$ cat src/dciq_pkg.sv
// shared constants, types and trial-setting function for the dc/iq calibration search
package dciq_pkg;

  localparam int COARSE_STEP = 8;
  localparam int IQ_RANGE    = 512;
  localparam int PASSES      = 4;
  localparam int LEVEL_WIDTH = 16;
  localparam int FINE_SPAN   = 8;
  localparam int GAIN_FULL   = 2047;
  localparam int RX_SIGN_BIT = 1 << 6;
  localparam int DC_SCALE_RX = 64;
  localparam int DC_SCALE_TX = 128;

  localparam int DC_W        = 8;
  localparam int IQ_W        = 10;
  localparam int GAIN_WORD_W = 11;
  localparam int DC_WORD_W   = 7;
  localparam int SWEEP_W     = $clog2(IQ_RANGE + COARSE_STEP) + 1;
  localparam int PASS_W      = $clog2(PASSES);
  localparam int STEP_W      = $clog2(COARSE_STEP + 1);

  // apb register map
  localparam int CFG_AW      = 3;
  localparam logic REG_DIRECTION = 1'b0;

  localparam logic ACT_START   = 1'b0;
  localparam logic ACT_MEASURE = 1'b1;

  typedef enum logic [1:0] {
    PH_IDLE = 2'd0,
    PH_DC   = 2'd1,
    PH_IQ   = 2'd2,
    PH_DONE = 2'd3
  } phase_t;

  typedef struct packed {
    phase_t                    phase;
    logic [PASS_W-1:0]         pass;
    logic signed [SWEEP_W-1:0] sweep;
    logic signed [DC_W-1:0]    best_dc_i;
    logic signed [DC_W-1:0]    best_dc_q;
    logic signed [IQ_W-1:0]    best_gain;
    logic signed [IQ_W-1:0]    best_phase;
  } srch_state_t;

  typedef struct packed {
    logic signed [DC_W-1:0] dc_i;
    logic signed [DC_W-1:0] dc_q;
    logic signed [IQ_W-1:0] gain;
    logic signed [IQ_W-1:0] phase;
  } trial_t;

  // setting under test: sweep value on the active arm, best values elsewhere
  function automatic trial_t trial(srch_state_t s);
    trial_t t;
    t.dc_i  = s.best_dc_i;
    t.dc_q  = s.best_dc_q;
    t.gain  = s.best_gain;
    t.phase = s.best_phase;
    if (s.phase == PH_DC) begin
      t.gain  = '0;
      t.phase = '0;
      if (!s.pass[0]) begin
        t.dc_q = s.sweep[DC_W-1:0];
      end else begin
        t.dc_i = s.sweep[DC_W-1:0];
      end
    end else if (s.phase == PH_IQ) begin
      if (!s.pass[0]) begin
        t.gain = s.sweep[IQ_W-1:0];
      end else begin
        t.phase = s.sweep[IQ_W-1:0];
      end
    end
    return t;
  endfunction

endpackage

$ cat src/dciq_search.sv
// search state registers: best-level tracking, sweep stepping and pass sequencing
module dciq_search (
  input  logic                                clk,
  input  logic                                rst_n,
  input  logic                                accept_i,
  input  logic                                action_i,
  input  logic signed [dciq_pkg::LEVEL_WIDTH-1:0] level_i,
  input  logic                                tx_i,
  input  logic                                advance_i,
  output dciq_pkg::srch_state_t               state_o,
  output logic                                pend_o,
  output logic                                ignored_o
);

  typedef struct packed {
    logic signed [dciq_pkg::SWEEP_W-1:0] value;
    logic signed [dciq_pkg::SWEEP_W-1:0] stop;
    logic [dciq_pkg::STEP_W-1:0]         step;
  } sweep_t;

  localparam int XW = dciq_pkg::SWEEP_W + 1;

  dciq_pkg::srch_state_t                 st_r, st_nxt;
  logic signed [dciq_pkg::SWEEP_W-1:0]   stop_r, stop_nxt;
  logic [dciq_pkg::STEP_W-1:0]           step_r, step_nxt;
  logic signed [dciq_pkg::LEVEL_WIDTH-1:0] best_level_r, best_level_nxt;
  logic                                  pend_r, pend_nxt;
  logic                                  ign_r, ign_nxt;

  dciq_pkg::trial_t                      t;
  logic signed [dciq_pkg::SWEEP_W-1:0]   sv;
  logic signed [XW-1:0]                  sv_inc;
  logic signed [XW-1:0]                  stop_x;
  logic                                  better;
  sweep_t                                sw;

  // window for the next pass: full range when coarse, +-fine span around best when fine
  function automatic sweep_t setup_pass(
    dciq_pkg::phase_t                     ph,
    logic [dciq_pkg::PASS_W-1:0]          p,
    logic signed [dciq_pkg::DC_W-1:0]     bdi,
    logic signed [dciq_pkg::DC_W-1:0]     bdq,
    logic signed [dciq_pkg::IQ_W-1:0]     bg,
    logic signed [dciq_pkg::IQ_W-1:0]     bp,
    logic                                 tx
  );
    logic signed [XW-1:0] lim;
    logic signed [XW-1:0] center;
    logic signed [XW-1:0] lo;
    logic signed [XW-1:0] hi;
    sweep_t               r;
    if (ph == dciq_pkg::PH_DC) begin
      lim    = tx ? XW'(dciq_pkg::DC_SCALE_TX) : XW'(dciq_pkg::DC_SCALE_RX);
      center = p[0] ? XW'(bdi) : XW'(bdq);
    end else begin
      lim    = XW'(dciq_pkg::IQ_RANGE);
      center = p[0] ? XW'(bp) : XW'(bg);
    end
    if ({1'b0, p} < (dciq_pkg::PASS_W + 1)'(2)) begin
      lo     = -lim;
      r.value = lo[dciq_pkg::SWEEP_W-1:0];
      r.stop  = lim[dciq_pkg::SWEEP_W-1:0];
      r.step  = dciq_pkg::STEP_W'(dciq_pkg::COARSE_STEP);
    end else begin
      lo = center - XW'(dciq_pkg::FINE_SPAN);
      if (lo < -lim) begin
        lo = -lim;
      end
      hi = center + XW'(dciq_pkg::FINE_SPAN);
      if (hi > lim) begin
        hi = lim;
      end
      // empty window still tries its start value
      if (hi <= lo) begin
        hi = lo + XW'(1);
      end
      r.value = lo[dciq_pkg::SWEEP_W-1:0];
      r.stop  = hi[dciq_pkg::SWEEP_W-1:0];
      r.step  = dciq_pkg::STEP_W'(1);
    end
    return r;
  endfunction

  always_comb begin
    st_nxt         = st_r;
    stop_nxt       = stop_r;
    step_nxt       = step_r;
    best_level_nxt = best_level_r;
    ign_nxt        = ign_r;
    pend_nxt       = accept_i ? 1'b1 : (advance_i ? 1'b0 : pend_r);
    sw             = '0;

    t      = dciq_pkg::trial(st_r);
    sv     = st_r.sweep;
    stop_x = XW'(stop_r);
    sv_inc = XW'(sv) + XW'(signed'({1'b0, step_r}));
    better = level_i < best_level_r;

    if (accept_i) begin
      ign_nxt = 1'b0;
      if (action_i == dciq_pkg::ACT_START) begin
        st_nxt.phase      = dciq_pkg::PH_DC;
        st_nxt.pass       = '0;
        st_nxt.best_dc_i  = '0;
        st_nxt.best_dc_q  = '0;
        st_nxt.best_gain  = '0;
        st_nxt.best_phase = '0;
        best_level_nxt    = '0;
        sw = setup_pass(dciq_pkg::PH_DC, '0, '0, '0, '0, '0, tx_i);
        st_nxt.sweep = sw.value;
        stop_nxt     = sw.stop;
        step_nxt     = sw.step;
      end else if (st_r.phase != dciq_pkg::PH_DC && st_r.phase != dciq_pkg::PH_IQ) begin
        ign_nxt = 1'b1;
      end else begin
        if (better) begin
          best_level_nxt = level_i;
          if (st_r.phase == dciq_pkg::PH_DC) begin
            st_nxt.best_dc_i = t.dc_i;
            st_nxt.best_dc_q = t.dc_q;
          end else begin
            st_nxt.best_gain  = t.gain;
            st_nxt.best_phase = t.phase;
          end
        end
        if (sv_inc >= stop_x) begin
          if (st_r.pass == dciq_pkg::PASS_W'(dciq_pkg::PASSES - 1)) begin
            st_nxt.pass = '0;
            if (st_r.phase == dciq_pkg::PH_DC) begin
              st_nxt.phase   = dciq_pkg::PH_IQ;
              best_level_nxt = '0;
              sw = setup_pass(dciq_pkg::PH_IQ, '0, st_nxt.best_dc_i, st_nxt.best_dc_q,
                              st_nxt.best_gain, st_nxt.best_phase, tx_i);
              st_nxt.sweep = sw.value;
              stop_nxt     = sw.stop;
              step_nxt     = sw.step;
            end else begin
              st_nxt.phase = dciq_pkg::PH_DONE;
              st_nxt.sweep = '0;
              stop_nxt     = '0;
              step_nxt     = dciq_pkg::STEP_W'(dciq_pkg::COARSE_STEP);
            end
          end else begin
            st_nxt.pass = st_r.pass + 1'b1;
            // best level starts over for the fine passes
            if ({1'b0, st_nxt.pass} == (dciq_pkg::PASS_W + 1)'(2)) begin
              best_level_nxt = '0;
            end
            sw = setup_pass(st_r.phase, st_nxt.pass, st_nxt.best_dc_i, st_nxt.best_dc_q,
                            st_nxt.best_gain, st_nxt.best_phase, tx_i);
            st_nxt.sweep = sw.value;
            stop_nxt     = sw.stop;
            step_nxt     = sw.step;
          end
        end else begin
          st_nxt.sweep = sv_inc[dciq_pkg::SWEEP_W-1:0];
        end
      end
    end
  end

  always_ff @(posedge clk) begin
    if (!rst_n) begin
      st_r.phase      <= dciq_pkg::PH_IDLE;
      st_r.pass       <= '0;
      st_r.sweep      <= '0;
      st_r.best_dc_i  <= '0;
      st_r.best_dc_q  <= '0;
      st_r.best_gain  <= '0;
      st_r.best_phase <= '0;
      stop_r          <= '0;
      step_r          <= dciq_pkg::STEP_W'(dciq_pkg::COARSE_STEP);
      best_level_r    <= '0;
      pend_r          <= 1'b0;
      ign_r           <= 1'b0;
    end else begin
      st_r         <= st_nxt;
      stop_r       <= stop_nxt;
      step_r       <= step_nxt;
      best_level_r <= best_level_nxt;
      pend_r       <= pend_nxt;
      ign_r        <= ign_nxt;
    end
  end

  assign state_o   = st_r;
  assign pend_o    = pend_r;
  assign ignored_o = ign_r;

endmodule

$ cat src/dciq_out.sv
// result encoder and output register with valid/stall handshake
module dciq_out (
  input  logic                                   clk,
  input  logic                                   rst_n,
  input  logic                                   pend_i,
  input  logic                                   ignored_i,
  input  dciq_pkg::srch_state_t                  state_i,
  input  logic                                   tx_i,
  input  logic                                   out_stall,
  output logic                                   advance_o,
  output logic                                   out_valid,
  output logic [1:0]                             out_phase,
  output logic signed [dciq_pkg::DC_W-1:0]       out_dc_i,
  output logic signed [dciq_pkg::DC_W-1:0]       out_dc_q,
  output logic signed [dciq_pkg::IQ_W-1:0]       out_gain_corr,
  output logic signed [dciq_pkg::IQ_W-1:0]       out_phase_corr,
  output logic [dciq_pkg::GAIN_WORD_W-1:0]       out_gain_word_i,
  output logic [dciq_pkg::GAIN_WORD_W-1:0]       out_gain_word_q,
  output logic [dciq_pkg::DC_WORD_W-1:0]         out_dc_word_i,
  output logic [dciq_pkg::DC_WORD_W-1:0]         out_dc_word_q,
  output logic                                   out_ignored
);

  logic                                   valid_r, valid_nxt;
  logic                                   load;
  dciq_pkg::trial_t                       t;
  logic signed [dciq_pkg::IQ_W-1:0]       g;
  logic signed [dciq_pkg::IQ_W:0]         gx;
  logic [dciq_pkg::IQ_W:0]                mag;
  logic [dciq_pkg::GAIN_WORD_W-1:0]       gwi, gwq;
  logic [dciq_pkg::DC_WORD_W-1:0]         dwi, dwq;

  logic [1:0]                             phase_r;
  logic signed [dciq_pkg::DC_W-1:0]       dc_i_r, dc_q_r;
  logic signed [dciq_pkg::IQ_W-1:0]       gain_r, phc_r;
  logic [dciq_pkg::GAIN_WORD_W-1:0]       gwi_r, gwq_r;
  logic [dciq_pkg::DC_WORD_W-1:0]         dwi_r, dwq_r;
  logic                                   ign_r;

  // receive dc encoding: sign bit ored with magnitude
  function automatic logic [dciq_pkg::DC_WORD_W-1:0] rx_word(
    logic signed [dciq_pkg::DC_W-1:0] v
  );
    logic signed [dciq_pkg::DC_W:0] neg;
    neg = -((dciq_pkg::DC_W + 1)'(v));
    if (v < 0) begin
      return dciq_pkg::DC_WORD_W'(dciq_pkg::RX_SIGN_BIT) | neg[dciq_pkg::DC_WORD_W-1:0];
    end
    return v[dciq_pkg::DC_WORD_W-1:0];
  endfunction

  always_comb begin
    t   = dciq_pkg::trial(state_i);
    g   = t.gain;
    gx  = (dciq_pkg::IQ_W + 1)'(g);
    mag = gx[dciq_pkg::IQ_W] ? -gx : gx;
    gwi = dciq_pkg::GAIN_WORD_W'(dciq_pkg::GAIN_FULL);
    gwq = dciq_pkg::GAIN_WORD_W'(dciq_pkg::GAIN_FULL);
    if (g < 0) begin
      gwi = dciq_pkg::GAIN_WORD_W'(dciq_pkg::GAIN_FULL) - dciq_pkg::GAIN_WORD_W'(mag);
    end
    if (g > 0) begin
      gwq = dciq_pkg::GAIN_WORD_W'(dciq_pkg::GAIN_FULL) - dciq_pkg::GAIN_WORD_W'(mag);
    end
    // transmit path has no dc word
    dwi = tx_i ? '0 : rx_word(t.dc_i);
    dwq = tx_i ? '0 : rx_word(t.dc_q);
  end

  assign advance_o = !valid_r || !out_stall;
  assign load      = pend_i && advance_o;
  assign valid_nxt = load || (valid_r && out_stall);

  always_ff @(posedge clk) begin
    if (!rst_n) begin
      valid_r <= 1'b0;
    end else begin
      valid_r <= valid_nxt;
    end
  end

  always_ff @(posedge clk) begin
    if (load) begin
      phase_r <= state_i.phase;
      dc_i_r  <= t.dc_i;
      dc_q_r  <= t.dc_q;
      gain_r  <= t.gain;
      phc_r   <= t.phase;
      gwi_r   <= gwi;
      gwq_r   <= gwq;
      dwi_r   <= dwi;
      dwq_r   <= dwq;
      ign_r   <= ignored_i;
    end
  end

  assign out_valid       = valid_r;
  assign out_phase       = phase_r;
  assign out_dc_i        = dc_i_r;
  assign out_dc_q        = dc_q_r;
  assign out_gain_corr   = gain_r;
  assign out_phase_corr  = phc_r;
  assign out_gain_word_i = gwi_r;
  assign out_gain_word_q = gwq_r;
  assign out_dc_word_i   = dwi_r;
  assign out_dc_word_q   = dwq_r;
  assign out_ignored     = ign_r;

endmodule

$ cat src/dc_iq_calibration_search.sv
// top level of the dc-offset and iq-imbalance calibration search sequencer
//
// usage: software sends a start transaction (action 0) and applies the returned
// dc_i/dc_q/gain/phase settings (plus the encoded gain and dc register words),
// waits for the radio to settle, measures the tone and sends the level back
// as a measure transaction (action 1). each measure transaction returns the next
// setting to try; phase walks dc sweep -> iq sweep -> done.
// channels: in_* and out_* use valid/stall; a transaction moves when valid is
// high and stall is low. direction_is_tx is written over the apb port at
// address 0; software writes it only while the block is idle, which the block does not enforce.
// path: an input transaction updates the search state register, then its result is
// loaded into the output register. throughput: one transaction per cycle while the
// output is not stalled, set by the search state update.
// stall: the output register holds while out_stall is high; one more input
// transaction is taken and held in the search registers, after which in_stall
// goes high until the output drains.
// reset: synchronous active-low rst_n returns to idle with all best values zero,
// receive direction selected and no result pending.
module dc_iq_calibration_search (
  input  logic                                   clk,
  input  logic                                   rst_n,
  // input channel
  input  logic                                   in_valid,
  output logic                                   in_stall,
  input  logic                                   in_action,
  input  logic signed [dciq_pkg::LEVEL_WIDTH-1:0] in_level,
  // result channel
  output logic                                   out_valid,
  input  logic                                   out_stall,
  output logic [1:0]                             out_phase,
  output logic signed [dciq_pkg::DC_W-1:0]       out_dc_i,
  output logic signed [dciq_pkg::DC_W-1:0]       out_dc_q,
  output logic signed [dciq_pkg::IQ_W-1:0]       out_gain_corr,
  output logic signed [dciq_pkg::IQ_W-1:0]       out_phase_corr,
  output logic [dciq_pkg::GAIN_WORD_W-1:0]       out_gain_word_i,
  output logic [dciq_pkg::GAIN_WORD_W-1:0]       out_gain_word_q,
  output logic [dciq_pkg::DC_WORD_W-1:0]         out_dc_word_i,
  output logic [dciq_pkg::DC_WORD_W-1:0]         out_dc_word_q,
  output logic                                   out_ignored,
  // configuration port
  input  logic                                   psel,
  input  logic                                   penable,
  input  logic                                   pwrite,
  input  logic [dciq_pkg::CFG_AW-1:0]            paddr,
  input  logic [31:0]                            pwdata,
  output logic [31:0]                            prdata,
  output logic                                   pready
);

  logic                  tx_r, tx_nxt;
  logic                  cfg_hit;
  logic                  cfg_wr;
  logic                  in_accept;
  logic                  advance;
  logic                  pend;
  logic                  pend_ign;
  dciq_pkg::srch_state_t srch_state;

  // single register: direction select at word 0
  assign cfg_hit = paddr[dciq_pkg::CFG_AW-1:2] == dciq_pkg::REG_DIRECTION;
  assign cfg_wr  = psel && penable && pwrite && pready;
  assign tx_nxt  = (cfg_wr && cfg_hit) ? pwdata[0] : tx_r;
  assign pready  = 1'b1;
  assign prdata  = cfg_hit ? {31'd0, tx_r} : 32'd0;

  always_ff @(posedge clk) begin
    if (!rst_n) begin
      tx_r <= 1'b0;
    end else begin
      tx_r <= tx_nxt;
    end
  end

  // hold off input only when a result waits in the search stage and the
  // output register is full and stalled
  assign in_stall  = pend && out_valid && out_stall;
  assign in_accept = in_valid && !in_stall;

  dciq_search u_search (
    .clk       (clk),
    .rst_n     (rst_n),
    .accept_i  (in_accept),
    .action_i  (in_action),
    .level_i   (in_level),
    .tx_i      (tx_r),
    .advance_i (advance),
    .state_o   (srch_state),
    .pend_o    (pend),
    .ignored_o (pend_ign)
  );

  dciq_out u_out (
    .clk             (clk),
    .rst_n           (rst_n),
    .pend_i          (pend),
    .ignored_i       (pend_ign),
    .state_i         (srch_state),
    .tx_i            (tx_r),
    .out_stall       (out_stall),
    .advance_o       (advance),
    .out_valid       (out_valid),
    .out_phase       (out_phase),
    .out_dc_i        (out_dc_i),
    .out_dc_q        (out_dc_q),
    .out_gain_corr   (out_gain_corr),
    .out_phase_corr  (out_phase_corr),
    .out_gain_word_i (out_gain_word_i),
    .out_gain_word_q (out_gain_word_q),
    .out_dc_word_i   (out_dc_word_i),
    .out_dc_word_q   (out_dc_word_q),
    .out_ignored     (out_ignored)
  );

  // a start transaction always lands the search in the dc phase
  a_start_dc: assert property (@(posedge clk) disable iff (!rst_n)
    in_accept && in_action == dciq_pkg::ACT_START |=> srch_state.phase == dciq_pkg::PH_DC)
    else $error("start transaction did not enter dc phase");

  // idle is reported only for a measurement that arrived before any start
  a_idle_ignored: assert property (@(posedge clk) disable iff (!rst_n)
    out_valid && out_phase == dciq_pkg::PH_IDLE |-> out_ignored)
    else $error("idle result not flagged as ignored");

  // during the dc sweep no iq correction is applied
  a_dc_no_iq: assert property (@(posedge clk) disable iff (!rst_n)
    out_valid && out_phase == dciq_pkg::PH_DC |-> out_gain_corr == '0 && out_phase_corr == '0)
    else $error("iq correction nonzero during dc sweep");

  // a pending result is never dropped: it either moves out or stays pending
  a_pend_kept: assert property (@(posedge clk) disable iff (!rst_n)
    pend && !advance |=> pend)
    else $error("pending result lost while output stalled");

endmodule

$ cat config.mk
export PLATFORM = sky130hd
export DESIGN_NAME = dc_iq_calibration_search
export DESIGN_NICKNAME = d
export VERILOG_FILES = /design/src/dciq_pkg.sv /design/src/dciq_search.sv /design/src/dciq_out.sv /design/src/dc_iq_calibration_search.sv
export SDC_FILE = /design/constraint.sdc
export NUM_CORES = 1
export LEC_CHECK = 0
export BUFFER_PORTS_ARGS = -buffer_cell sky130_fd_sc_hd__clkbuf_2
export CAP_MARGIN = 20
export CORE_AREA = 2 2 142 144
export DETAILED_ROUTE_END_ITERATION = 7
export DIE_AREA = 0 0 144 146
export PLACE_DENSITY = 0.72
export SLEW_MARGIN = 10
export SYNTH_ARGS = -nofsm -noshare
export SYNTH_HDL_FRONTEND = slang
export SYNTH_HIERARCHICAL = 1
export SYNTH_SLANG_ARGS = --single-unit
$ cat constraint.sdc
create_clock -name clk -period 10 [get_ports clk]
set_input_delay 0 -clock clk [delete_from_list [all_inputs] [get_ports clk]]
set_output_delay 0 -clock clk [all_outputs]
set_load 0.05 [all_outputs]
## Word-level counts from Yosys, hierarchy flattened

Index checks and enable logic that the tools add are counted.

| storage, ports and cells | value |
|---|---|
| input port bits | 59 |
| output and inout port bits | 110 |
| register bits | 161 |
| word-level logic and storage cells | 158 |

| operators by class | value |
|---|---|
| equal/unequal tests | 9 |
| bitwise operators | 1 |
| mux-type cells | 84 |
| $lt $le $gt $ge | 10 |
| $add $sub $neg | 12 |
| reductions and logical operators | 18 |

Operator list:

| cell | count |
|---|---|
| $mux W12 | 28 |
| $mux W11 | 17 |
| $mux W16 | 8 |
| $mux W51 | 2 |
| $mux W20 | 3 |
| $mux W36 | 1 |
| $mux W7 | 4 |
| $mux W26 | 1 |
| $mux W8 | 3 |
| $neg A11 Y11 | 2 |
| $mux W10 | 2 |
| $mux W4 | 5 |
| $lt A16 B16 Y1 | 1 |
| $lt A8 B1 Y1 const B | 2 |
| $mux W13 | 1 |
| $add A11 B5 Y12 | 1 |
| $add A12 B5 Y12 const B | 1 |
| $ge A12 B11 Y1 | 1 |
| $gt A12 B12 Y1 | 1 |
| $le A12 B12 Y1 | 1 |
| $lt A12 B12 Y1 | 1 |
| $neg A12 Y12 | 1 |
| $neg A6 Y6 | 2 |
| $sub A12 B5 Y12 const B | 1 |
| 21 further kinds | 44 |

## Longest topological paths before layout

Gate-level depths: netlist of run 1.

| logic depth | value |
|---|---|
| depth in word-level cells | 27 |
| depth in mapped cells | 28 |
| mapped depth without buffers | 25 |

## By module

Netlist of run 1, hierarchy kept.

By module, submodules not included:

| module | cells each | instances | seq. area each (um^2) | area an instance (um^2) |
|---|---|---|---|---|
| dciq_search | 646 | 1 | 1621.6 | 5625.4 |
| dciq_out | 278 | 1 | 2272.2 | 3666.0 |
| dc_iq_calibration_search | 42 | 1 | 20.0 | 327.8 |

## Least setup slack after synthesis of run 1

Ideal clock, no wire load.

| timing | value |
|---|---|
| kind | reg2reg |
| start point | reg u_search.st_r, in the netlist u_search/state_o[49] |
| end point | reg u_search/stop_r[6] (netlist bit) |
| arrival time | 5.110 ns |
| setup time | 0.120 ns |
| data required time | 9.880 ns |
| clock period less this slack | 5.231 ns |
| path slack | 4.769 ns |
| stages on the path, launching flop included | 25 |
| path through | dfxtp_1 ha_1 clkbuf_1 buf_2 clkbuf_1 nand2_1 ha_1 ha_1 inv_1 ha_1 a21oi_1 o221ai_4 and2_4 buf_12 mux2_4 inv_4 ha_1 a21oi_1 o22ai_1 or3_1 a221oi_2 a21boi_4 buf_6 a211oi_1 o21ai_1 |

| on the way | value |
|---|---|
| cells in the longest elaborated chain, start to end | 27 |
| elaborated cells on any way between the ends | 53 |
| classes of those cells | 4 x add/sub; 3 x order compare; 5 x eq/ne; 39 x mux; 2 x reduce/logical |

Ends and longest elaborated chain:

| what | line | RTL |
|---|---|---|
| start: declaration | dciq_search.sv:23 | `dciq_pkg::srch_state_t st_r, st_nxt;` |
| start signal: assignment | dciq_search.sv:177 | `st_r <= st_nxt;` |
| $eq A2 B2 Y1 | dciq_pkg.sv:68 | `end else if (s.phase == PH_IQ) begin` |
| $mux W20 | dciq_pkg.sv:68 |  |
| $mux W20 | dciq_search.sv:118 | `if (st_r.phase == dciq_pkg::PH_DC) begin` |
| $mux W36 | dciq_search.sv:116 | `if (better) begin` |
| $mux W12 | dciq_search.sv:57 | `center = p[0] ? XW'(bp) : XW'(bg);` |
| $mux W12 | dciq_search.sv:52 | `if (ph == dciq_pkg::PH_DC) begin` |
| $mux W12 | dciq_search.sv:127 | `if (st_r.pass == dciq_pkg::PASS_W'(dciq_pkg::PASSES - 1)) begin` |
| $mux W12 | dciq_search.sv:126 | `if (sv_inc >= stop_x) begin` |
| [11 not listed] | n/a |  |
| $mux W12 | dciq_search.sv:99 | `if (accept_i) begin` |
| $add A11 B2 Y11 / $le A12 B12 Y1 (equally long branches) | dciq_search.sv:75, dciq_search.sv:74 |  |
| $mux W11 | dciq_search.sv:74 | `if (hi <= lo) begin` |
| $mux W26 | dciq_search.sv:59 | `if ({1'b0, p} < (dciq_pkg::PASS_W + 1)'(2)) begin` |
| $mux W11 | dciq_search.sv:127 |  |
| $mux W11 | dciq_search.sv:126 |  |
| $mux W11 | dciq_search.sv:113 | `end else if (st_r.phase != dciq_pkg::PH_DC && st_r.phase != dciq_pkg::PH_IQ) begin` |
| $mux W11 | dciq_search.sv:101 | `if (action_i == dciq_pkg::ACT_START) begin` |
| end signal: assignment | dciq_search.sv:178 | `stop_r <= stop_nxt;` |
| end: declaration | dciq_search.sv:24 | `logic signed [dciq_pkg::SWEEP_W-1:0] stop_r, stop_nxt;` |

Several ways; a longest one is shown, not always the timed one. The select of a mux whose other input is x is not followed.
A chain may end at the register's enable or synchronous reset.

## Worst setup path after layout of run 1

| timing | value |
|---|---|
| start point | reg u_search.st_r, in the netlist u_search/state_o[47] |
| end point | reg u_search/stop_r[6] (netlist bit) |

| on the way | value |
|---|---|
| cells in the longest elaborated chain, start to end | 27 |
| elaborated cells on any way between the ends | 45 |
| classes of those cells | 4 x add/sub; 4 x order compare; 1 x eq/ne; 36 x mux |

Ends and longest elaborated chain:

| what | line | RTL |
|---|---|---|
| $mux W10 | dciq_pkg.sv:69 | `if (!s.pass[0]) begin` |
| $mux W20 | dciq_pkg.sv:68 |  |
| $mux W20 | dciq_search.sv:118 |  |
| $mux W36 | dciq_search.sv:116 |  |
| $mux W12 | dciq_search.sv:57 |  |
| $mux W12 | dciq_search.sv:52 |  |
| $mux W12 | dciq_search.sv:127 |  |
| $mux W12 | dciq_search.sv:126 |  |
| [11 not listed] | n/a |  |
| $mux W12 | dciq_search.sv:99 |  |
| $add A11 B2 Y11 / $le A12 B12 Y1 (equally long branches) | dciq_search.sv:75, dciq_search.sv:74 |  |
| $mux W11 | dciq_search.sv:74 |  |
| $mux W26 | dciq_search.sv:59 |  |
| $mux W11 (*) | dciq_search.sv:127 |  |
| $mux W11 (*) | dciq_search.sv:126 |  |
| $mux W11 (*) | dciq_search.sv:113 |  |
| $mux W11 (*) | dciq_search.sv:101 |  |

Every way passes the cells marked *; elsewhere a longest branch is shown, timed or not. The select of a mux whose other input is x is not followed.

==> summary by stage, run 1 <==
Global routing
The residual overflow from global routing is 0. The first-pass GRT wire length is 36.72 mm. In the global route stage, overall resource usage came out at 22.14%. The via count of the first global-routing pass is 7060. The number of antenna violations at the first check in global routing was 0. The pin count of the biggest net entering global routing is 72.

Clocking
The total number of H-tree levels is 4. The clock network latency to the later pin of the worst-skew pair is 430 ps. The CTS root buffer is sky130_fd_sc_hd__clkbuf_16. The number of clock buffers added by TritonCTS is 17. The number of buffers added for setup after CTS is 0. The clock slew at the register clock pins of the worst setup and hold paths is 60 ps. Counting every sink on the clock net gives 158.

The TritonCTS clock tree is built. The number of buffers on the longest clock path is 2.

STA
The final cycle utilization of the critical path is 62.63%. The total count of hold-check failures in the final report is 0. Setup repair after global routing left no endpoint under its margin.

The headroom to the max-slew limit is 35.14%. The maximum frequency from static timing analysis is 159.7 MHz. The number of endpoints failing setup at the final stage is 0. The final worst clock skew is 12.39 ps.

The max-slew violation count is 0. The aggregate negative setup slack is 0 ps. The smallest clock period supported by the final layout is computed as 6263 ps.

The measured slew at the worst slew-check pin is 971.9 ps.

Layout
The repair_antennas step left the layout with diodes totalling 0. The combined flip-flop and latch cell area is 0.003914 mm2. The fill cell total of the finished layout is 1728.

The area growth from synthesis to layout is 14.62%. The area occupied by multi-input gates is 0.005075 mm2. Summing all non-filler instances in the final layout gives an area of 0.01102 mm2. At the end of the flow, the number of nets in the layout was 1196. The post-layout instance count excluding filler cells is 1355. Of the cells placed in the final design, the portion with a size suffix greater than 1 is 18.35%.

Floorplan
In this run the core area contains 51 standard-cell rows. The floorplan step set the die width to 144 um. The placeable core region is 0.01933 mm2. Once the floorplan was initialized, standard cells occupied 49.71% of the core. The area enclosed by the die boundary is 0.02102 mm2.

The number of top-level pins is 169. The die is 146 um tall.

Routing
The number of remaining DRC errors is 0. The total iterations of the first detailed-routing run is 5. The first routing iteration left 696 violations.

Wires add up to 23.50 mm. Using the TritonRoute via totals, the vias-per-cell ratio works out to 5.706. After detailed routing, the average wire length per cell comes to 17.34 um.

For this block, the via count after detailed routing is 7731. The count of nets left with antenna violations once routing finished came out at 0.

Worst setup path
Setup slack on the worst reg-to-reg path comes out at 3740 ps. The worst setup path is captured at a flop. Along the worst path, the maximum fanout reaches 22. The required time of the critical path is 10310 ps. The setup path with the least slack is of type flop to flop.

The data arrival time at the worst-slack endpoint is 6570 ps. STA classifies the critical path startpoint as a flop.

Place
The instance area at placement is 0.01022 mm2. Once placement completed, the tool counted placed cells totaling 1303. The sum of net half-perimeters after detailed placement is 16.86 mm.

The count of input and output buffers is 103. The placer's final routability congestion estimate is 0.9125.

Power
For this design the static power due to leakage is 0.004497 uW. The maximum ir drop on the vdd rail is 137.2 uV. Dividing total power by cell area gives a power density of 143.4 mW/mm2.

Hold path
The path class of the tightest hold or removal check is input port to flop.

Run
Across the run, the number of max-cap violations was 0.

Status
The flow ran to the end, and the final reports show no timing, DRC or antenna violations.

Synth
Counting every instance in the synthesized netlist gives 965. The number of warnings reported in the yosys synthesis log is 6. The post-synthesis instance area is 0.009612 mm2.

The mean cell area of the mapped netlist is 9.960 um2.
-- worst max-delay path, stage by stage (launching register included) --
cell	delay (ps)
sky130_fd_sc_hd__dfxtp_1	570
sky130_fd_sc_hd__buf_4	400
sky130_fd_sc_hd__mux4_1	840
sky130_fd_sc_hd__nor3_1	400
sky130_fd_sc_hd__nand3b_1	170
sky130_fd_sc_hd__xnor2_1	330
sky130_fd_sc_hd__ha_1	310
sky130_fd_sc_hd__a21oi_1	280
sky130_fd_sc_hd__o221ai_4	220
sky130_fd_sc_hd__and2_4	240
sky130_fd_sc_hd__o21ai_2	220
sky130_fd_sc_hd__inv_1	120
sky130_fd_sc_hd__ha_1	290
sky130_fd_sc_hd__nand4_1	190
sky130_fd_sc_hd__a21oi_1	290
sky130_fd_sc_hd__and2_0	190
sky130_fd_sc_hd__a221oi_2	80
sky130_fd_sc_hd__a21boi_4	470
sky130_fd_sc_hd__nor2_1	100
sky130_fd_sc_hd__a211oi_1	340
sky130_fd_sc_hd__o21ai_1	90
-- stage by stage --
step / total power (uW) / utilization (%) / worst slack [ps] / hold WS, ps
6_report: 1580 / 56.98 / 3737 / 21.68
5_1_grt: 1634 / 56.98 / 3288 / 54.07
4_1_cts: 1585 / 56.98 / 3807 / 1.840
3_5_place_dp: 928.4 / 52.86 / 3845 / 239.9
2_1_floorplan: 889.9 / - / 4769 / 128.2
3_3_place_gp: 924.8 / 52.86 / 3963 / 234.1
-- timing repair --
item                      CTS  global route
resized for setup           0             0
hold buffers               20             0
hold endpoints to repair   20             0
-- final cells by class --
cell class                      instances  area share (%)
Inverter                               82           2.817
Timing Repair Buffer                  133           7.178
Clock inverter                         14           1.511
Tap cell                              265           3.010
Sequential cell                       158           35.53
Clock buffer                           18           3.896
Multi-Input combinational cell        685           46.06
-- per-layer routing --
| metal | vias up | wire [um] | track usage [%] |
|---|---|---|---|
| li1 | 3742 | - | - |
| met1 | 3621 | 10270 | 29.39 |
| met2 | 329 | 11020 | 35.76 |
| met3 | 39 | 1627 | 4.640 |
| met4 | 0 | 586 | 7.745 |
| met5 | - | 0 | 0 |
-- cell usage in the layout, fill, tap and decap left out, types with 9 or more instances in the layout --
cell type                       count
sky130_fd_sc_hd__a32o_1            27
sky130_fd_sc_hd__conb_1            36
sky130_fd_sc_hd__nand2_1           80
sky130_fd_sc_hd__nand3_1           16
sky130_fd_sc_hd__dlygate4sd3_1     20
sky130_fd_sc_hd__clkbuf_2         103
sky130_fd_sc_hd__and3_1            15
sky130_fd_sc_hd__o22ai_1           33
sky130_fd_sc_hd__a22o_1            22
sky130_fd_sc_hd__xnor2_1           27
sky130_fd_sc_hd__nand4_1            9
sky130_fd_sc_hd__buf_4             10
sky130_fd_sc_hd__a31oi_1           12
sky130_fd_sc_hd__ha_1              60
sky130_fd_sc_hd__a21o_1            17
sky130_fd_sc_hd__clkbuf_16         17
sky130_fd_sc_hd__o21ai_0           26
sky130_fd_sc_hd__inv_1             78
sky130_fd_sc_hd__mux2_2            10
sky130_fd_sc_hd__dfxtp_1           83
sky130_fd_sc_hd__mux2i_1           22
sky130_fd_sc_hd__nor2_1            55
sky130_fd_sc_hd__a21oi_1           40
sky130_fd_sc_hd__nor2b_1           11
sky130_fd_sc_hd__and2_1            11
sky130_fd_sc_hd__edfxtp_1          75
sky130_fd_sc_hd__mux4_2             9
-- state kept, by name (all words and copies together) (netlist names), 2 cells and up --
name                   flops
u_out/out_dc_word_q        7
u_out/out_gain_corr       10
u_search/state_o          39
u_out/out_phase_corr      10
u_search/step_r            2
u_search/sv               11
u_out/out_dc_i             8
u_search/stop_r           11
u_search/best_level_r     16
u_out/out_gain_word_q     11
u_out/out_dc_q             8
u_out/out_phase            2
u_out/out_gain_word_i     11
u_out/out_dc_word_i        7
-- path summary, 6_finish.rpt --
kind,startpoint,end,depth (start not counted)
setup / recovery,u_search/state_o[47],u_search/stop_r[6],20
setup reg to reg,u_search/state_o[47],u_search/stop_r[6],20
hold reg to reg,u_search/ignored_o,u_out/out_ignored,0
hold / removal,in_action,u_search/state_o[49],2
-- power breakdown --
| part | leakage [uW] | internal, uW | switching (uW) |
|---|---|---|---|
| Combinational | 0.00289 | 61.4 | 159 |
| Sequential | 0.00133 | 691 | 12.3 |
| Clock | 0.000278 | 392 | 265 |
| Total | 0.00450 | 1140 | 436 |
No activity file was read; power rests on OpenSTA's default activity.
==> run 2: changes to the inputs <==
==> constraint.sdc (replaced) <==
create_clock -name clk -period 5.8 [get_ports clk]
set_input_delay 0 -clock clk [delete_from_list [all_inputs] [get_ports clk]]
set_output_delay 0 -clock clk [all_outputs]
set_load 0.05 [all_outputs]
==> summary by stage, run 2 (synthesized netlist as in run 1, its figures left out) <==
Clocking
The clock network latency to the later pin of the worst-skew pair is 430 ps (about the same). The clock slew at the register clock pins of the worst setup and hold paths is 70 ps (about the same). The TritonCTS clock tree is built. The total number of H-tree levels is 4 (unchanged). The number of buffers created by CTS is 17 (unchanged). The number of buffers on the longest clock path came to 2 (unchanged). The number of clock sinks seen by CTS came to 158 (unchanged).

The CTS root buffer is sky130_fd_sc_hd__clkbuf_16.

Global routing
The residual overflow from global routing came to 0 (unchanged). The pin count of the biggest net entering global routing is 70 (-2.8%). The number of antenna violations at the first check in global routing is 0 (unchanged). The via count of the first global-routing pass is 7215 (+2.2%). The first-pass GRT wire length is 37.27 mm (+1.5%). The global-route total usage across every layer is 22.43% (+0.29 points).

STA
The maximum frequency from static timing analysis is 183.9 MHz (+15%). The number of endpoints failing setup at the final stage was 0 (unchanged). The final worst clock skew is 11.54 ps (-0.8557 ps). The final cycle utilization of the critical path was 93.75% (+31 points). The measured slew at the worst slew-check pin was 1023 ps (+51.05 ps). The total count of hold-check failures in the final report was 0 (unchanged). The clock period minus final worst setup slack is 5438 ps (-824.9 ps). The headroom to the max-slew limit is 31.73% (-3.4 points). The max-slew violation count is 0 (unchanged).

Floorplan
The area enclosed by the die boundary came to 0.02102 mm2 (unchanged). The placeable core region is 0.01933 mm2 (unchanged). The number of placement rows was 51 (unchanged). The x dimension of the die is 144 um (unchanged).

The number of top-level pins is 169 (unchanged). The height of the die is 146 um (unchanged). The initial standard-cell utilization of the core is 49.71% (unchanged).

Place
The count of input and output buffers was 103 (unchanged). The sum of net half-perimeters after detailed placement was 17.08 mm (+1.3%). The placer's final routability congestion estimate came to 0.9178 (+0.58%). The instance area at placement came to 0.01031 mm2 (+0.88%).

Status
The flow ran to the end, and the final reports show no timing, DRC or antenna violations.

Worst setup path
The setup slack of the worst register-to-register path is 360 ps (-3380 ps). The depth of the worst register-to-register path came to 21 (+5.0%). In this run the critical register-to-register path is captured at u_search/stop_r[5].

The most critical setup path has its startpoint at u_search/state_o[49]. The maximum fanout along the worst path is 14 (-36%). The data arrival time at the worst-slack endpoint is 5760 ps (-810 ps). STA classifies the critical path endpoint as a flop. The required time of the critical path is 6120 ps (-4190 ps). The launch point of the worst reg-to-reg path is u_search/state_o[49]. The worst setup path is of the flop to flop kind. The launching element type of the critical path is a flop.

Power
The power consumption came to 2697 uW (+71%). The switching power is 757.5 uW (+74%). The power per unit of standard cell area was 242.4 mW/mm2 (+69%). The maximum ir drop on the vdd rail is 220.8 uV (+61%). The fraction of power consumed by the clock network was 40.7% (-0.8 points).

The static leakage power is 0.004570 uW (+1.6%). The share of total power in combinational logic is 14.4% (+0.5 points). The net switching fraction of the power is 28.09% (+0.50 points). The internal power summed over all cells was 1939 uW (+70%). The share of total power in sequential cells is 44.9% (+0.4 points).

Routing
The routed length per placed instance is 17.55 um (+1.2%). The number of remaining DRC errors is 0 (unchanged). The total iterations of the first detailed-routing run is 5 (unchanged). The vias per cell is 5.763 (+1.0%).

The number of nets with antenna violations after routing came to 0 (unchanged). The number of design-rule violations left by the first detailed-router iteration came to 705 (+1.3%). The via count is 7895 (+2.1%). The total wire length after detailed routing is 24.04 mm (+2.3%).

Hold path
The cell count of the worst hold path is 2 (unchanged). The startpoint identified for the worst hold timing path is in_action. The min-delay analysis places its worst path in the category input port to flop.

The worst hold path endpoint is u_search/state_o[49].

Layout
The proportion of layout cells with a drive suffix above 1 is 19.55% (+1.2 points). In the layout the commonest cells are sky130_fd_sc_hd__clkbuf_2 (103), sky130_fd_sc_hd__dfxtp_1 (82), sky130_fd_sc_hd__nand2_1 (80). The number of antenna diodes is 0 (unchanged).

The combined flip-flop and latch cell area is 0.003915 mm2 (about the same). The final design area excluding fillers is 0.01113 mm2 (+1.0%). The most frequent standard cell in the layout excluding fill and tap cells is sky130_fd_sc_hd__clkbuf_2.

The fill cell total of the finished layout came to 1692 (-2.1%). The area occupied by multi-input gates is 0.005075 mm2 (unchanged). The share of the core filled with cells in the final layout is 57.55% (+0.57 points). The layout overhead on the synthesized area is 15.76%. The number of nets in the finished design came to 1211 (+1.3%). The flip-flop count of the largest register, all copies and words added was 39 (unchanged).

Run
The count of maximum capacitance violations is 0 (unchanged).
==> run 2: cell count changes in the layout (fill, tap and decap cells not counted), sizes merged <==
cell / before / now
buf: 10 / 26
bufinv: 3 / 2
clkbuf: 121 / 122
clkinvlp: 4 / 3
dlygate4sd3: 20 / 19
inv: 84 / 85
==> run 2: power groups by stage <==
stage                     sequential [uW]  clock [uW]  combinational (uW)
after global routing                 1210        1160                 418
after global placement               1230           0                 364
final                                1210        1100                 388
after floorplan                      1280           0                 251
after CTS                            1210        1110                 379
after detailed placement             1240           0                 367
==> run 2: how the worst max path moves through the flow <==
| stage | endpoint | slack [ps] | cells past startpoint |
|---|---|---|---|
| floorplan | u_search/stop_r[6] | 570 | 24 |
| global placement | u_search/stop_r[1] | 450 | 20 |
| detailed placement | u_search/stop_r[1] | 420 | 23 |
| CTS | u_search/stop_r[9] | 400 | 20 |
| global route | u_search/stop_r[1] | -0.05 | 21 |
| finish | u_search/stop_r[5] | 360 | 21 |
==> run 2: critical path: stages, from the launching register on <==
cell and delay (ps):
sky130_fd_sc_hd__dfxtp_1 340, sky130_fd_sc_hd__ha_1 350, sky130_fd_sc_hd__buf_4 290, sky130_fd_sc_hd__mux4_1 410, sky130_fd_sc_hd__nor3_1 220, sky130_fd_sc_hd__buf_4 150
sky130_fd_sc_hd__nand3b_1 100, sky130_fd_sc_hd__xnor2_1 280, sky130_fd_sc_hd__ha_1 300, sky130_fd_sc_hd__a21oi_1 300, sky130_fd_sc_hd__o21ai_0 150, sky130_fd_sc_hd__maj3_1 340
sky130_fd_sc_hd__a211oi_1 270, sky130_fd_sc_hd__ha_1 310, sky130_fd_sc_hd__nand4_1 180, sky130_fd_sc_hd__o22ai_1 90, sky130_fd_sc_hd__or3_1 320, sky130_fd_sc_hd__a221oi_2 250
sky130_fd_sc_hd__a21boi_4 160, sky130_fd_sc_hd__buf_4 170, sky130_fd_sc_hd__mux2i_1 130, sky130_fd_sc_hd__a22o_1 200
==> run 2: what timing repair did <==
action / in CTS / in global routing
hold buffers: 19 / 0
setup endpoints to repair: 0 / 4
resized for setup: 0 / 1
endpoints found under the hold margin: 19 / 0
buffers inserted: 0 / 3
==> run 2: metal layers <==
| metal | GRT usage [%] | vias to the layer above | routed length [um] |
|---|---|---|---|
| met5 | 0 | - | 0 |
| met4 | 5.637 | 0 | 308 |
| met3 | 5.100 | 25 | 2053 |
| met2 | 36.10 | 371 | 11220 |
| met1 | 30.58 | 3728 | 10460 |
| li1 | - | 3771 | - |
==> run 2: layout make-up <==
type	count	area share, %
Multi-Input combinational cell	685	45.61
Sequential cell	158	35.19
Timing Repair Buffer	148	8.276
Clock buffer	19	3.891
Tap cell	265	2.980
Inverter	82	2.789
Clock inverter	13	1.271
==> run 2: metrics by stage <==
step           hold WS (ps)  TNS [ps]  std cells  setup slack, ps
2_1_floorplan         128.2         0        997            569.4
3_3_place_gp          247.0         0       1315            452.4
4_1_cts               4.929         0       1366            402.1
5_1_grt               27.87  -0.05240       1370         -0.05240
6_report              19.53         0       1370            362.3
3_5_place_dp          249.2         0       1315            422.7
==> run 3: changes to the inputs <==
--- a/config.mk
+++ b/config.mk
@@ -5,12 +5,13 @@
 export SDC_FILE = /design/constraint.sdc
 export NUM_CORES = 1
 export LEC_CHECK = 0
+export ABC_AREA = 1
 export BUFFER_PORTS_ARGS = -buffer_cell sky130_fd_sc_hd__clkbuf_2
 export CAP_MARGIN = 20
-export CORE_AREA = 2 2 142 144
+export CORE_AREA = 2 2 146 148
 export DETAILED_ROUTE_END_ITERATION = 7
-export DIE_AREA = 0 0 144 146
-export PLACE_DENSITY = 0.72
+export DIE_AREA = 0 0 148 150
+export PLACE_DENSITY = 0.71
 export SLEW_MARGIN = 10
 export SYNTH_ARGS = -nofsm -noshare
 export SYNTH_HDL_FRONTEND = slang
==> summary by stage, run 3 <==
Power
The static leakage power is 0.005374 uW (+18%). The maximum ir drop on the vdd rail is 218.6 uV (-1.0%). The power per unit of standard cell area is 305.6 mW/mm2 (+26%).

Worst setup path
The setup slack of the worst register-to-register path is 530 ps (+170 ps). The largest stage delay on the critical path was 380 ps (-30 ps). The worst register-to-register path ends at u_search/stop_r[7]. The required time of the critical path is 6160 ps (+40 ps). The data arrival time at the worst-slack endpoint was 5620 ps (-140 ps). The most critical setup path has its startpoint at u_search/state_o[49]. The critical path capture point type is a flop. The depth of the worst register-to-register path was 33 (+57%).

The largest individual stage delay along the critical path comes from the cell sky130_fd_sc_hd__dfxtp_2. By startpoint and endpoint, the worst setup path is classified as flop to flop. In this run the critical register-to-register path is launched from u_search/state_o[49]. The maximum fanout along the worst path is 21 (+7). The capture point of the critical path is u_search/stop_r[7]. STA classifies the critical path startpoint as a flop.

Global routing
The pin count of the biggest net entering global routing came to 76 (+8.6%). The residual overflow from global routing is 0 (unchanged). The first-pass GRT wire length is 41.10 mm (+10%). The via count of the first global-routing pass came to 8359 (+16%).

The global-route total usage across every layer came to 23.03% (+0.60 points). The number of antenna violations at the first check in global routing is 0 (unchanged).

Layout
The top cell types in the final layout, fill and taps aside, are sky130_fd_sc_hd__nand2_1 (340), sky130_fd_sc_hd__inv_1 (185), sky130_fd_sc_hd__clkbuf_2 (103). The layout overhead on the synthesized area is 14.62%. The number of nets in the finished design is 1589 (+31%).

The flip-flop count of the largest register, all copies and words added is 39 (unchanged). The number of antenna diodes was 0 (unchanged). The most frequent standard cell in the layout excluding fill and tap cells is sky130_fd_sc_hd__nand2_1.

The final design area excluding fillers is 0.01159 mm2 (+4.2%). The proportion of layout cells with a drive suffix above 1 was 13.89% (-5.7 points).

Synth
The number of warnings reported in the yosys synthesis log is 6 (unchanged). The post-synthesis instance area was 0.01011 mm2 (+5.2%). The cell count after synthesis was 1355 (+40%). The mean cell area of the mapped netlist was 7.465 um2 (-25%).

Clocking
The number of buffers created by CTS is 17 (unchanged). The total number of H-tree levels was 4 (unchanged). The number of clock sinks seen by CTS is 158 (unchanged). The clock network latency to the later pin of the worst-skew pair was 430 ps (about the same).

The number of buffers on the longest clock path was 2 (unchanged). The number of buffers added for setup after CTS came to 0 (unchanged). The CTS root buffer is sky130_fd_sc_hd__clkbuf_16. The TritonCTS clock tree is built. The clock slew at the register clock pins of the worst setup and hold paths is 70 ps (about the same).

Hold path
In this run the worst hold path is classified as input port to output port. The cell count of the worst hold path is 3 (+1).

Place
The count of input and output buffers came to 103 (unchanged). The sum of net half-perimeters after detailed placement is 18.61 mm (+8.9%). The instance area at placement is 0.01072 mm2 (+4.0%). The placer's final routability congestion estimate is 0.9085 (-1.0%).

STA
The smallest hold slack is 357.1 ps (+337.6 ps). The total count of hold-check failures in the final report is 0 (unchanged). The final worst clock skew is 12.42 ps (+0.8796 ps).

The number of endpoints failing setup at the final stage came to 0 (unchanged). The max-slew violation count is 0 (unchanged). The maximum frequency from static timing analysis is 189.9 MHz (+3.3%). The aggregate negative setup slack is 0 ps (unchanged). The final cycle utilization of the critical path is 90.79% (-3.0 points). Setup repair after global routing left no endpoint under its margin. The headroom to the max-slew limit was 40.96% (+9.2 points). The measured slew at the worst slew-check pin was 885.6 ps (-137.4 ps). The clock period minus final worst setup slack is 5266 ps (-172.1 ps).

Floorplan
The x dimension of the die is 148 um (+2.8%). The initial standard-cell utilization of the core is 48.89% (-0.82 points). The placeable core region is 0.02069 mm2 (+7.0%). The number of placement rows is 53 (+3.9%). The number of top-level pins is 169 (unchanged). The area enclosed by the die boundary was 0.02220 mm2 (+5.6%). The height of the die is 150 um (+2.7%).

Routing
The number of remaining DRC errors came to 0 (unchanged). The via count was 9289 (+18%). The number of design-rule violations left by the first detailed-router iteration is 936 (+33%).

The total wire length after detailed routing is 25.50 mm (+6.1%). The routed length per placed instance is 14.51 um (-17%). The vias per cell is 5.284 (-8.3%). The total iterations of the first detailed-routing run came to 8 (+3). The number of nets with antenna violations after routing is 0 (unchanged).

Run
The count of maximum capacitance violations is 0 (unchanged).

Status
The flow ran to the end, and the final reports show no timing, DRC or antenna violations.
run 3: stage by stage:
| step | instances | total power [uW] | setup WS (ps) | util, % |
|---|---|---|---|---|
| floorplan | 1387 | 2151 | 1039 | - |
| global placement | 1702 | 2350 | 473.7 | 51.83 |
| detailed placement | 1702 | 2372 | 308.1 | 51.83 |
| CTS | 1757 | 3529 | 297.7 | 55.87 |
| global route | 1758 | 3732 | 33.28 | 56.04 |
| finish | 1758 | 3543 | 534.4 | 56.04 |
run 3: report_power, final:
group | leakage, uW | internal [uW] | switching, uW | total (uW)
Clock | 0.000291 | 650 | 502 | 1150
Sequential | 0.00134 | 1210 | 41.5 | 1250
Combinational | 0.00374 | 335 | 802 | 1140
run 3: metal layers:
layer	wire length (um)	vias to the layer above	track usage [%]
met4	658	0	8.286
li1	-	4659	-
met5	0	-	0
met3	1661	51	3.628
met1	11180	4212	30.23
met2	12000	367	38.59
run 3: worst min path at each step:
| stage | start | end | slack, ps |
|---|---|---|---|
| 2_1_floorplan | rst_n | tx_r | 120 |
| 3_3_place_gp | in_level[0] | u_search/best_level_r[0] | 310 |
| 3_5_place_dp | pwdata[0] | tx_r | 330 |
| 4_1_cts | paddr[2] | prdata[0] | 360 |
| 5_1_grt | paddr[2] | prdata[0] | 370 |
| 6_report | paddr[2] | prdata[0] | 360 |
run 3: final cells by class:
cell class              count  area [um2]
fillers                  1908        9096
multi-input cells         953        5099
flip-flops and latches    158        3915
repair buffers            141       878.3
inverters                 199       752.0
clock buffers              17       425.4
well taps                 275       344.1
clock inverters            15       180.2
run 3: worst max-delay path: cells and delay by family (launching register included):
kind | cells | cell delay [ps]
simple gates | 20 | 2450
fa+ha+maj | 4 | 1020
compound gates | 3 | 570
buf+inv | 5 | 560
flops | 1 | 380
xor+xnor | 1 | 200
run 3: timing repair:
| item | CTS | global route |
|---|---|---|
| hold buffers | 23 | 0 |
| endpoints found under the setup margin | 0 | 11 |
| gates resized for setup | 0 | 4 |
| hold endpoints to repair | 22 | 0 |
